[src/sv/bfa_pkg.sv]
// Shared types and constants for the bitmap frame allocator.
`timescale 1ns / 1ps

package bfa_pkg;

  localparam int FRAME_W        = 20;
  localparam int OP_W           = 2;
  localparam int NUM_FRAMES_DEF = 1024;
  localparam int WORD_BITS_DEF  = 32;
  localparam int S_TDATA_W      = 24;
  localparam int M_TDATA_W      = 24;

  // Operation codes; any code with the high bit set is a query.
  localparam logic [OP_W-1:0] OP_ALLOC  = 2'd0;
  localparam logic [OP_W-1:0] OP_FREE   = 2'd1;
  localparam int              OP_QUERY_BIT = 1;

  typedef enum logic [1:0] {
    ST_OK     = 2'd0,
    ST_FULL   = 2'd1,
    ST_RANGE  = 2'd2,
    ST_DOUBLE = 2'd3
  } status_e;

  typedef enum logic [2:0] {
    S_CLEAR,
    S_IDLE,
    S_SCAN,
    S_ALLOC,
    S_DIV,
    S_READ,
    S_CHECK,
    S_DONE
  } state_e;

  typedef struct packed {
    logic [FRAME_W-1:0] frame;
    status_e            status;
    logic               allocated;
  } res_t;

endpackage

[src/sv/bfa_bitmap_mem.sv]
// Bitmap storage: one write port and one registered read port.
`timescale 1ns / 1ps

module bfa_bitmap_mem #(
  parameter int WORDS     = bfa_pkg::NUM_FRAMES_DEF / bfa_pkg::WORD_BITS_DEF,
  parameter int WORD_BITS = bfa_pkg::WORD_BITS_DEF,
  parameter int AW        = (WORDS > 1) ? $clog2(WORDS) : 1
) (
  input  logic                 clk_i,
  input  logic                 wr_en_i,
  input  logic [AW-1:0]        wr_addr_i,
  input  logic [WORD_BITS-1:0] wr_data_i,
  input  logic                 rd_en_i,
  input  logic [AW-1:0]        rd_addr_i,
  output logic [WORD_BITS-1:0] rd_data_o
);

  logic [WORD_BITS-1:0] mem_q [WORDS];
  logic [WORD_BITS-1:0] rd_data_q;

  always_ff @(posedge clk_i) begin
    if (wr_en_i) begin
      mem_q[wr_addr_i] <= wr_data_i;
    end
  end

  always_ff @(posedge clk_i) begin
    if (rd_en_i) begin
      rd_data_q <= mem_q[rd_addr_i];
    end
  end

  assign rd_data_o = rd_data_q;

endmodule

[src/sv/bfa_engine.sv]
// Sequencer and shared datapath: clearing pass, first-fit scan, index split.
`timescale 1ns / 1ps

module bfa_engine #(
  parameter int NUM_FRAMES = bfa_pkg::NUM_FRAMES_DEF,
  parameter int WORD_BITS  = bfa_pkg::WORD_BITS_DEF,
  parameter int WORDS      = (NUM_FRAMES + WORD_BITS - 1) / WORD_BITS,
  parameter int AW         = (WORDS > 1) ? $clog2(WORDS) : 1
) (
  input  logic                          clk_i,
  input  logic                          rst_ni,
  input  logic [bfa_pkg::FRAME_W-1:0]   base_i,
  input  logic                          in_valid_i,
  output logic                          in_ready_o,
  input  logic [bfa_pkg::OP_W-1:0]      op_i,
  input  logic [bfa_pkg::FRAME_W-1:0]   frame_i,
  output logic                          res_valid_o,
  input  logic                          res_ready_i,
  output bfa_pkg::res_t                 res_o,
  output logic                          mem_wr_en_o,
  output logic [AW-1:0]                 mem_wr_addr_o,
  output logic [WORD_BITS-1:0]          mem_wr_data_o,
  output logic                          mem_rd_en_o,
  output logic [AW-1:0]                 mem_rd_addr_o,
  input  logic [WORD_BITS-1:0]          mem_rd_data_i
);

  import bfa_pkg::*;

  localparam int CW        = $clog2(WORDS + 1);
  localparam int IW        = $clog2(NUM_FRAMES);
  localparam int IXW       = $clog2(NUM_FRAMES + WORD_BITS);
  localparam int RMW       = $clog2(WORD_BITS);
  localparam int LAST_BITS = NUM_FRAMES - (WORDS - 1) * WORD_BITS;
  // Reciprocal of the word size, scaled so that the quotient is exact for every index.
  localparam int QSH       = IW + RMW;
  localparam int MW        = IW + 2;
  localparam int PW        = IW + MW;
  localparam logic [MW-1:0] RECIP = MW'(((1 << QSH) + WORD_BITS - 1) / WORD_BITS);
  // Bits of the last word that lie past the managed window read as used.
  localparam logic [WORD_BITS-1:0] TAIL_MASK = {WORD_BITS{1'b1}} << LAST_BITS;

  state_e             state_q, state_d;
  logic [OP_W-1:0]    op_q, op_d;
  logic [IW-1:0]      idx_q, idx_d;
  logic [RMW-1:0]     rem_q, rem_d;
  logic [CW-1:0]      iss_q, iss_d;
  logic [IXW-1:0]     iss_base_q, iss_base_d;
  logic [AW-1:0]      chk_q, chk_d;
  logic [IXW-1:0]     chk_base_q, chk_base_d;
  logic               pend_q, pend_d;
  res_t               res_q, res_d;

  logic [FRAME_W:0]     diff;
  logic                 in_win;
  logic                 is_query;
  logic [WORD_BITS-1:0] free_bits;
  logic [WORD_BITS-1:0] low_free;
  logic                 has_free;
  logic [RMW-1:0]       bit_idx;
  logic [PW-1:0]        prod;
  logic                 bit_set;

  always_ff @(posedge clk_i or negedge rst_ni) begin
    if (!rst_ni) begin
      state_q <= S_CLEAR;
      iss_q   <= '0;
      pend_q  <= 1'b0;
    end else begin
      state_q <= state_d;
      iss_q   <= iss_d;
      pend_q  <= pend_d;
    end
  end

  always_ff @(posedge clk_i) begin
    op_q       <= op_d;
    idx_q      <= idx_d;
    rem_q      <= rem_d;
    iss_base_q <= iss_base_d;
    chk_q      <= chk_d;
    chk_base_q <= chk_base_d;
    res_q      <= res_d;
  end

  // Window check and first-zero search of the word on the read port.
  always_comb begin
    diff     = {1'b0, frame_i} - {1'b0, base_i};
    in_win   = !diff[FRAME_W] && (diff[FRAME_W-1:0] < FRAME_W'(NUM_FRAMES));
    is_query = op_i[OP_QUERY_BIT];

    free_bits = ~(mem_rd_data_i | ((chk_q == AW'(WORDS - 1)) ? TAIL_MASK : '0));
    low_free  = free_bits & (~free_bits + WORD_BITS'(1));
    has_free  = |free_bits;
    bit_idx   = '0;
    for (int b = 0; b < WORD_BITS; b++) begin
      if (low_free[b]) begin
        bit_idx = bit_idx | RMW'(b);
      end
    end

    prod    = PW'(idx_q) * PW'(RECIP);
    bit_set = mem_rd_data_i[rem_q];
  end

  always_comb begin
    state_d    = state_q;
    op_d       = op_q;
    idx_d      = idx_q;
    rem_d      = rem_q;
    iss_d      = iss_q;
    iss_base_d = iss_base_q;
    chk_d      = chk_q;
    chk_base_d = chk_base_q;
    pend_d     = pend_q;
    res_d      = res_q;

    in_ready_o    = 1'b0;
    res_valid_o   = 1'b0;
    mem_wr_en_o   = 1'b0;
    mem_wr_addr_o = chk_q;
    mem_wr_data_o = '0;
    mem_rd_en_o   = 1'b0;
    mem_rd_addr_o = iss_q[AW-1:0];

    case (state_q)
      S_CLEAR: begin
        mem_wr_en_o   = 1'b1;
        mem_wr_addr_o = iss_q[AW-1:0];
        if (iss_q == CW'(WORDS - 1)) begin
          iss_d   = '0;
          state_d = S_IDLE;
        end else begin
          iss_d = iss_q + CW'(1);
        end
      end

      S_IDLE: begin
        in_ready_o = 1'b1;
        if (in_valid_i) begin
          op_d = op_i;
          if (op_i == OP_ALLOC) begin
            iss_d      = '0;
            iss_base_d = '0;
            pend_d     = 1'b0;
            state_d    = S_SCAN;
          end else if (in_win) begin
            idx_d   = diff[IW-1:0];
            state_d = S_DIV;
          end else begin
            res_d.frame     = '0;
            res_d.status    = is_query ? ST_OK : ST_RANGE;
            res_d.allocated = 1'b0;
            state_d         = S_DONE;
          end
        end
      end

      // One word is issued per cycle while the previous one is examined.
      S_SCAN: begin
        if (pend_q && has_free) begin
          mem_wr_en_o   = 1'b1;
          mem_wr_addr_o = chk_q;
          mem_wr_data_o = mem_rd_data_i | low_free;
          idx_d         = IW'(chk_base_q + IXW'(bit_idx));
          pend_d        = 1'b0;
          state_d       = S_ALLOC;
        end else if (pend_q && (chk_q == AW'(WORDS - 1))) begin
          res_d.frame     = '0;
          res_d.status    = ST_FULL;
          res_d.allocated = 1'b0;
          pend_d          = 1'b0;
          state_d         = S_DONE;
        end else if (iss_q != CW'(WORDS)) begin
          mem_rd_en_o = 1'b1;
          pend_d      = 1'b1;
          chk_d       = iss_q[AW-1:0];
          chk_base_d  = iss_base_q;
          iss_d       = iss_q + CW'(1);
          iss_base_d  = iss_base_q + IXW'(WORD_BITS);
        end else begin
          pend_d = 1'b0;
        end
      end

      S_ALLOC: begin
        res_d.frame     = base_i + FRAME_W'(idx_q);
        res_d.status    = ST_OK;
        res_d.allocated = 1'b0;
        state_d         = S_DONE;
      end

      // The word of the index comes from a multiply by the scaled reciprocal.
      S_DIV: begin
        chk_d   = prod[QSH +: AW];
        state_d = S_READ;
      end

      // The bit within the word is what is left after the word's first index.
      S_READ: begin
        mem_rd_en_o   = 1'b1;
        mem_rd_addr_o = chk_q;
        rem_d         = RMW'(IXW'(idx_q) - IXW'(chk_q) * IXW'(WORD_BITS));
        state_d       = S_CHECK;
      end

      S_CHECK: begin
        res_d.frame     = '0;
        res_d.status    = ST_OK;
        res_d.allocated = 1'b0;
        if (op_q[OP_QUERY_BIT]) begin
          res_d.allocated = bit_set;
        end else if (!bit_set) begin
          res_d.status = ST_DOUBLE;
        end else begin
          mem_wr_en_o   = 1'b1;
          mem_wr_addr_o = chk_q;
          mem_wr_data_o = mem_rd_data_i & ~(WORD_BITS'(1) << rem_q);
        end
        state_d = S_DONE;
      end

      S_DONE: begin
        res_valid_o = 1'b1;
        if (res_ready_i) begin
          state_d = S_IDLE;
        end
      end

      default: begin
        state_d = S_IDLE;
      end
    endcase
  end

  assign res_o = res_q;

endmodule

[src/sv/bitmap_frame_allocator_unit.sv]
// Top level of the bitmap first-fit page frame allocator.
//
// Usage: requests enter on the s_axis channel, one item per operation
// (allocate, free, query); every request yields exactly one result item on
// the m_axis channel. The frame base register is written through cfg_we_i
// and cfg_wdata_i; the user must write it only while the block is idle,
// which the block does not enforce itself; it resets to 0. An allocate
// scans the bitmap from word 0 up for the lowest free frame, one bitmap
// word per cycle through the single memory read port, and answers full
// after the last word. A free or query in the window finds the word by a
// reciprocal multiply, reads it, then checks and updates the bit; one
// outside the window skips these steps. One request is in work at a time.
// Reset: the bitmap is cleared by a pass that writes one word per cycle
// into all WORDS = ceil(NUM_FRAMES / WORD_BITS) words, tready held low.
// Stalls: a result is held in an output register until m_axis_tready; the
// next request is still taken meanwhile, and its own result waits in the
// engine until the output register frees up.
`timescale 1ns / 1ps

module bitmap_frame_allocator_unit #(
  parameter int NUM_FRAMES = bfa_pkg::NUM_FRAMES_DEF,
  parameter int WORD_BITS  = bfa_pkg::WORD_BITS_DEF
) (
  input  logic                           clk_i,
  input  logic                           rst_ni,
  input  logic                           cfg_we_i,
  input  logic [bfa_pkg::FRAME_W-1:0]    cfg_wdata_i,
  input  logic                           s_axis_tvalid,
  output logic                           s_axis_tready,
  // operation [1:0], frame_number [21:2], zero [23:22]
  input  logic [bfa_pkg::S_TDATA_W-1:0]  s_axis_tdata,
  output logic                           m_axis_tvalid,
  input  logic                           m_axis_tready,
  // result_frame [19:0], status [21:20], allocated [22], zero [23]
  output logic [bfa_pkg::M_TDATA_W-1:0]  m_axis_tdata
);

  import bfa_pkg::*;

  localparam int WORDS = (NUM_FRAMES + WORD_BITS - 1) / WORD_BITS;
  localparam int AW    = (WORDS > 1) ? $clog2(WORDS) : 1;

  logic [FRAME_W-1:0]   base_q;
  logic                 out_vld_q;
  res_t                 out_q;
  res_t                 res;
  logic                 res_valid;
  logic                 res_ready;
  logic                 mem_wr_en;
  logic [AW-1:0]        mem_wr_addr;
  logic [WORD_BITS-1:0] mem_wr_data;
  logic                 mem_rd_en;
  logic [AW-1:0]        mem_rd_addr;
  logic [WORD_BITS-1:0] mem_rd_data;

  always_ff @(posedge clk_i or negedge rst_ni) begin
    if (!rst_ni) begin
      base_q <= '0;
    end else if (cfg_we_i) begin
      base_q <= cfg_wdata_i;
    end
  end

  bfa_engine #(
    .NUM_FRAMES (NUM_FRAMES),
    .WORD_BITS  (WORD_BITS),
    .WORDS      (WORDS),
    .AW         (AW)
  ) u_engine (
    .clk_i         (clk_i),
    .rst_ni        (rst_ni),
    .base_i        (base_q),
    .in_valid_i    (s_axis_tvalid),
    .in_ready_o    (s_axis_tready),
    .op_i          (s_axis_tdata[OP_W-1:0]),
    .frame_i       (s_axis_tdata[OP_W+FRAME_W-1:OP_W]),
    .res_valid_o   (res_valid),
    .res_ready_i   (res_ready),
    .res_o         (res),
    .mem_wr_en_o   (mem_wr_en),
    .mem_wr_addr_o (mem_wr_addr),
    .mem_wr_data_o (mem_wr_data),
    .mem_rd_en_o   (mem_rd_en),
    .mem_rd_addr_o (mem_rd_addr),
    .mem_rd_data_i (mem_rd_data)
  );

  bfa_bitmap_mem #(
    .WORDS     (WORDS),
    .WORD_BITS (WORD_BITS),
    .AW        (AW)
  ) u_mem (
    .clk_i     (clk_i),
    .wr_en_i   (mem_wr_en),
    .wr_addr_i (mem_wr_addr),
    .wr_data_i (mem_wr_data),
    .rd_en_i   (mem_rd_en),
    .rd_addr_i (mem_rd_addr),
    .rd_data_o (mem_rd_data)
  );

  // Output register between the engine and the result channel.
  assign res_ready = !out_vld_q || m_axis_tready;

  always_ff @(posedge clk_i or negedge rst_ni) begin
    if (!rst_ni) begin
      out_vld_q <= 1'b0;
    end else if (res_valid && res_ready) begin
      out_vld_q <= 1'b1;
    end else if (m_axis_tready) begin
      out_vld_q <= 1'b0;
    end
  end

  always_ff @(posedge clk_i) begin
    if (res_valid && res_ready) begin
      out_q <= res;
    end
  end

  assign m_axis_tvalid = out_vld_q;
  assign m_axis_tdata  = {1'b0, out_q.allocated, out_q.status, out_q.frame};

endmodule

[config.mk]
export PLATFORM = sky130hd
export DESIGN_NAME = bitmap_frame_allocator_unit
export DESIGN_NICKNAME = d
export VERILOG_FILES = /design/src/sv/bfa_pkg.sv /design/src/sv/bfa_bitmap_mem.sv /design/src/sv/bfa_engine.sv /design/src/sv/bitmap_frame_allocator_unit.sv
export SDC_FILE = /design/constraint.sdc
export NUM_CORES = 2
export LEC_CHECK = 0
export BUFFER_PORTS_ARGS = -buffer_cell sky130_fd_sc_hd__buf_4
export CORE_AREA = 2 2 517 313
export DETAILED_ROUTE_END_ITERATION = 7
export DIE_AREA = 0 0 519 315
export GPL_ROUTABILITY_DRIVEN = 0
export SYNTH_ARGS = -nofsm -noshare
export SYNTH_HDL_FRONTEND = slang
export SYNTH_SLANG_ARGS = --single-unit
[constraint.sdc]
create_clock -name clk_i -period 4.75 [get_ports clk_i]
set_input_delay 0.475 -clock clk_i [delete_from_list [all_inputs] [get_ports clk_i]]
set_output_delay 0.475 -clock clk_i [all_outputs]
set_load 0.005 [all_outputs]
==> flow_results.org <==
** Power and ir drop
- Summed over all cells, the static leakage comes to between 0.015 and 0.02 uW.
- Power per cell area :: approximately 530 nW/um2
- Across the VDD grid, the largest voltage drop is ~0.37 mV.

** Clock network
- H-tree level count :: 3
- Clock tree from TritonCTS :: built
- Post-CTS Resized :: 0
- Clock transition at the registers of the reported paths :: around 0.070 ns
- After clock tree synthesis, the setup repair step added 0 buffers.
- Max Root-Sink Buffers :: 3
- The root buffer cell chosen for the clock tree is sky130_fd_sc_hd__clkbuf_16.
- The later pin in the worst-skew pair is clocked with a latency of between 0.7 and 0.8 ns.
- Clock buffer count from CTS :: 97
- The clock drives around 1,200 sinks.

** STA
- Slew margin rel. :: 0.170
- Adding up every negative setup slack in the final design gives 0 ns.
- Final number of hold-violating endpoints :: 0
- The number of max-slew violations in the final report came to 0.
- Between clock sinks in the finished design, the worst skew comes to ~0.044 ns.
- Tmin final :: around 4.2 ns
- For the pin with the worst max-slew slack, the measured transition is about 1.2 ns.
- Of the available clock period, the critical path in the final layout requires 0.890.
- RSZ-0062 raised after global routing :: no
- Timing would allow up to 237 MHz.
- Setup violations remaining at the end of the flow were counted as 0.

** Placement
- Counting tap cells, the placed design contains a total of 4,810 instances.
- The count of buffers added on input and output ports is 71.
- DP Wirelength :: 75,400 um

** Worst setup path
- Worst setup path class :: reg2reg
- Largest fanout on the critical path :: 23
- On the worst path, the slowest cell contributes a delay of between 0.9 and 1 ns.
- Buffering stage count on the worst path with inverters included :: 1
- At the worst endpoint, the required time is around 5.2 ns.
- Crit-path cells :: mux4_2, mux4_2, mux2i_1, nand2b_1, and2_2, nor2_1, a22oi_4, nor2_4, buf_4
- The worst setup path is launched from a flop.
- Worst setup startpoint :: u_engine.rem_q[1]
- Data on the critical path arrives at its endpoint at 4.63 ns.
- Worst path slowest cell :: sky130_fd_sc_hd__nor2_4
- The worst register-to-register path begins at u_engine.rem_q[1].
- Counting stages on the worst path, the most repeated cell is sky130_fd_sc_hd__mux4_2.
- Among cell families on the critical path, the largest total delay comes from simple AND/OR/NAND/NOR gates.
- STA classifies the critical path endpoint as a flop.

** Logic synthesis
- For this run, the register share of the synthesized area comes to 0.735.
- Share of async-settable or async-resettable flops after synthesis :: 0.0266
- Number of warning messages in the yosys log :: 0
- In the synthesized netlist, the number of instances is approximately 2,600.
- Synthesis inferred between 1,000 and 1,500 register bits.
- Number of synthesized flops with an enable pin :: 1,133
- Top flip-flop cell by instance count after synthesis :: sky130_fd_sc_hd__edfxtp_1
- Post-Synthesis Net Count :: about 2,700
- Mapped Area :: 47,400 um2
- After synthesis, the netlist uses 87 different library cells.
- Post-synthesis average cell area :: ~18 um2

** Global routing
- The first global-routing pass estimated 176,000 um of wire.
- GRT overflow :: 0
- The via count of the first global-routing pass is roughly 24,000.
- In the global route stage, overall resource usage came out at 0.148.
- Number of antenna violations at the first check in global routing :: 3
- Maximum number of pins on one net before global-route repair :: between 60 and 70

** Drt
- Number of iterations in the first detailed-routing pass :: 7
- Antenna-violating nets left :: 0
- Vias post-DR :: between 20,000 and 30,000
- Via count normalized by instance count :: 5.13
- Average detailed-routed wire length per instance :: 24.5 um
- In the routed design, unresolved DRC markers number 0.
- DRC violation total after the first TritonRoute iteration :: 3,560
- The final layout contains routed wiring with a total length of 123,000 um.

** Final layout
- The top cell types in the final layout, fill and taps aside, are sky130_fd_sc_hd__edfxtp_1, sky130_fd_sc_hd__nand2_1, sky130_fd_sc_hd__mux4_2, sky130_fd_sc_hd__buf_4, sky130_fd_sc_hd__clkbuf_16.
- Registers take 34,800 um2.
- The count of cells in the finished layout, fillers not included, comes to around 5,000.
- At the end of the flow, the number of nets in the layout was between 2,000 and 3,000.
- For this run, the share of the core covered by cells in the final layout is 0.347.
- Fillers :: roughly 15,000
- Multi-input logic area :: between 10,000 and 15,000 um2
- Synth-to-Final Area Change :: 16.8%
- Leading cell type in the layout, fill and taps excluded :: sky130_fd_sc_hd__edfxtp_1
- Fraction of layout instances using a drive strength above 1 :: 0.242

** Die
- The die covers between 150,000 and 200,000 um2.
- Die width :: 519 um
- Initial cell density of the core :: 0.297
- FP Rows :: between 100 and 150
- The floorplan step defined a core boundary enclosing roughly 160,000 um2.
- Measured along the y axis, the die boundary spans around 320 um.
- In this run the count of I/O pins placed on the die edge is 75.

** Min path
- Worst hold-check path type :: in2reg
- In this run the most critical hold path is launched from s_axis_tdata[0].

** Run
- Max capacitance violation total :: 0

** Status
- Result of the run :: finished, final reports clean
[path summary, 6_finish.rpt]
kind                       slack, ns                   to  cells past startpoint
min reg2reg                     0.42      m_axis_tdata[0]                      0
max in group asynchronous       4.15            base_q[2]                      2
min                             0.07  u_engine.state_q[1]                      3
max reg2reg                     0.52  u_mem.mem_q[24][20]                      9
min in group asynchronous       0.25           base_q[10]                      2
max                             0.52  u_mem.mem_q[24][20]                      9
[cell usage after synthesis, types with 11 or more instances]
cell | n | area share
sky130_fd_sc_hd__nand3_1 | 84 | 0.0089
sky130_fd_sc_hd__buf_2 | 27 | 0.0029
sky130_fd_sc_hd__inv_1 | 46 | 0.0036
sky130_fd_sc_hd__o21ai_0 | 63 | 0.0067
sky130_fd_sc_hd__xnor2_1 | 20 | 0.0037
sky130_fd_sc_hd__and3_1 | 35 | 0.0046
sky130_fd_sc_hd__buf_1 | 17 | 0.0013
sky130_fd_sc_hd__xor2_1 | 11 | 0.0020
sky130_fd_sc_hd__nand2b_1 | 18 | 0.0024
sky130_fd_sc_hd__nor2_1 | 106 | 0.0084
sky130_fd_sc_hd__clkbuf_1 | 75 | 0.0059
sky130_fd_sc_hd__buf_4 | 12 | 0.0019
sky130_fd_sc_hd__a32oi_1 | 35 | 0.0065
sky130_fd_sc_hd__a31oi_1 | 14 | 0.0018
sky130_fd_sc_hd__mux4_2 | 266 | 0.13
sky130_fd_sc_hd__nor2b_1 | 11 | 0.0015
sky130_fd_sc_hd__mux2i_1 | 37 | 0.0078
sky130_fd_sc_hd__nor3_1 | 17 | 0.0018
sky130_fd_sc_hd__nand2_1 | 292 | 0.023
sky130_fd_sc_hd__dfrtp_1 | 31 | 0.016
sky130_fd_sc_hd__ha_1 | 33 | 0.0087
sky130_fd_sc_hd__a21oi_1 | 50 | 0.0053
sky130_fd_sc_hd__edfxtp_1 | 1133 | 0.72
[power by group]
| part | switching (uW) | internal, uW |
|---|---|---|
| clock | 3780 | 4520 |
| combinational | 4910 | 3690 |
| sequential | 464 | 12200 |
| total | 9160 | 20400 |
[kinds of logic after synthesis]
logic type | Yosys count | synth area share
AO/OA/AOI/OAI | 261 | 0.0383
AND/OR/NAND/NOR | 624 | 0.0602
buffers and inverters | 179 | 0.0160
multiplexers | 308 | 0.135
adder cells (fa/ha/maj) | 35 | 0.00956
other | 1 | 0.0000792
XOR/XNOR | 31 | 0.00573
flip-flops | 1164 | 0.735
[routing by layer]
| layer | track usage | share of wire |
|---|---|---|
| met5 | 0 | 0 |
| met4 | 0.0283 | 0.014 |
| met3 | 0.0382 | 0.10 |
| met2 | 0.187 | 0.39 |
| met1 | 0.246 | 0.49 |
[state kept, by name (all words and copies together) (netlist names)]
signal	count
u_engine.chk_base_q	5
m_axis_tdata	23
u_engine.rem_q	5
u_engine.idx_q	10
u_mem.mem_q	1024
u_engine.state_q	3
u_engine.chk_q	5
base_q	20
u_engine.iss_q	6
u_engine.op_q	1
u_engine.pend_q	1
u_engine.res_o	23
u_mem.rd_data_o	32
u_engine.iss_base_q	5
m_axis_tvalid	1
[worst register-to-register path, cell delays in order (launching register included)]
cell and delay [ns]:
sky130_fd_sc_hd__edfxtp_1 0.88, sky130_fd_sc_hd__mux4_2 0.38, sky130_fd_sc_hd__mux4_2 0.26, sky130_fd_sc_hd__mux2i_1 0.11, sky130_fd_sc_hd__nand2b_1 0.19, sky130_fd_sc_hd__and2_2 0.23, sky130_fd_sc_hd__nor2_1 0.29, sky130_fd_sc_hd__a22oi_4 0.20
sky130_fd_sc_hd__nor2_4 0.99, sky130_fd_sc_hd__buf_4 0.40
[final cells by class]
type,count,area share
timing repair buffer,217,0.0382
multi-input combinational,1260,0.223
tap,2146,0.0485
clock buffer,108,0.0448
sequential,1164,0.629
inverter,46,0.00312
clock inverter,66,0.0141
antenna,2,0.0000904
[what timing repair did]
action / CTS / global route
hold buffers: 23 / 0
setup endpoints to repair: 0 / 0
hold endpoints to repair: 53 / 0
[through the flow]
| step | setup WS [ns] | power [uW] | cell area [um2] | hold WS, ns |
|---|---|---|---|---|
| final | 0.524 | 29500 | 55400 | 0.0707 |
| after global routing | 0.338 | 30800 | 55300 | 0.0645 |
| after CTS | 0.587 | 29700 | 55300 | 0.00670 |
| after detailed placement | 0.566 | 21400 | 51900 | 0.405 |
| after global placement | 0.599 | 21400 | 51900 | 0.402 |
| after floorplan | 0.695 | 18400 | 47400 | 0.179 |
No activity file was read; power rests on OpenSTA's default activity.
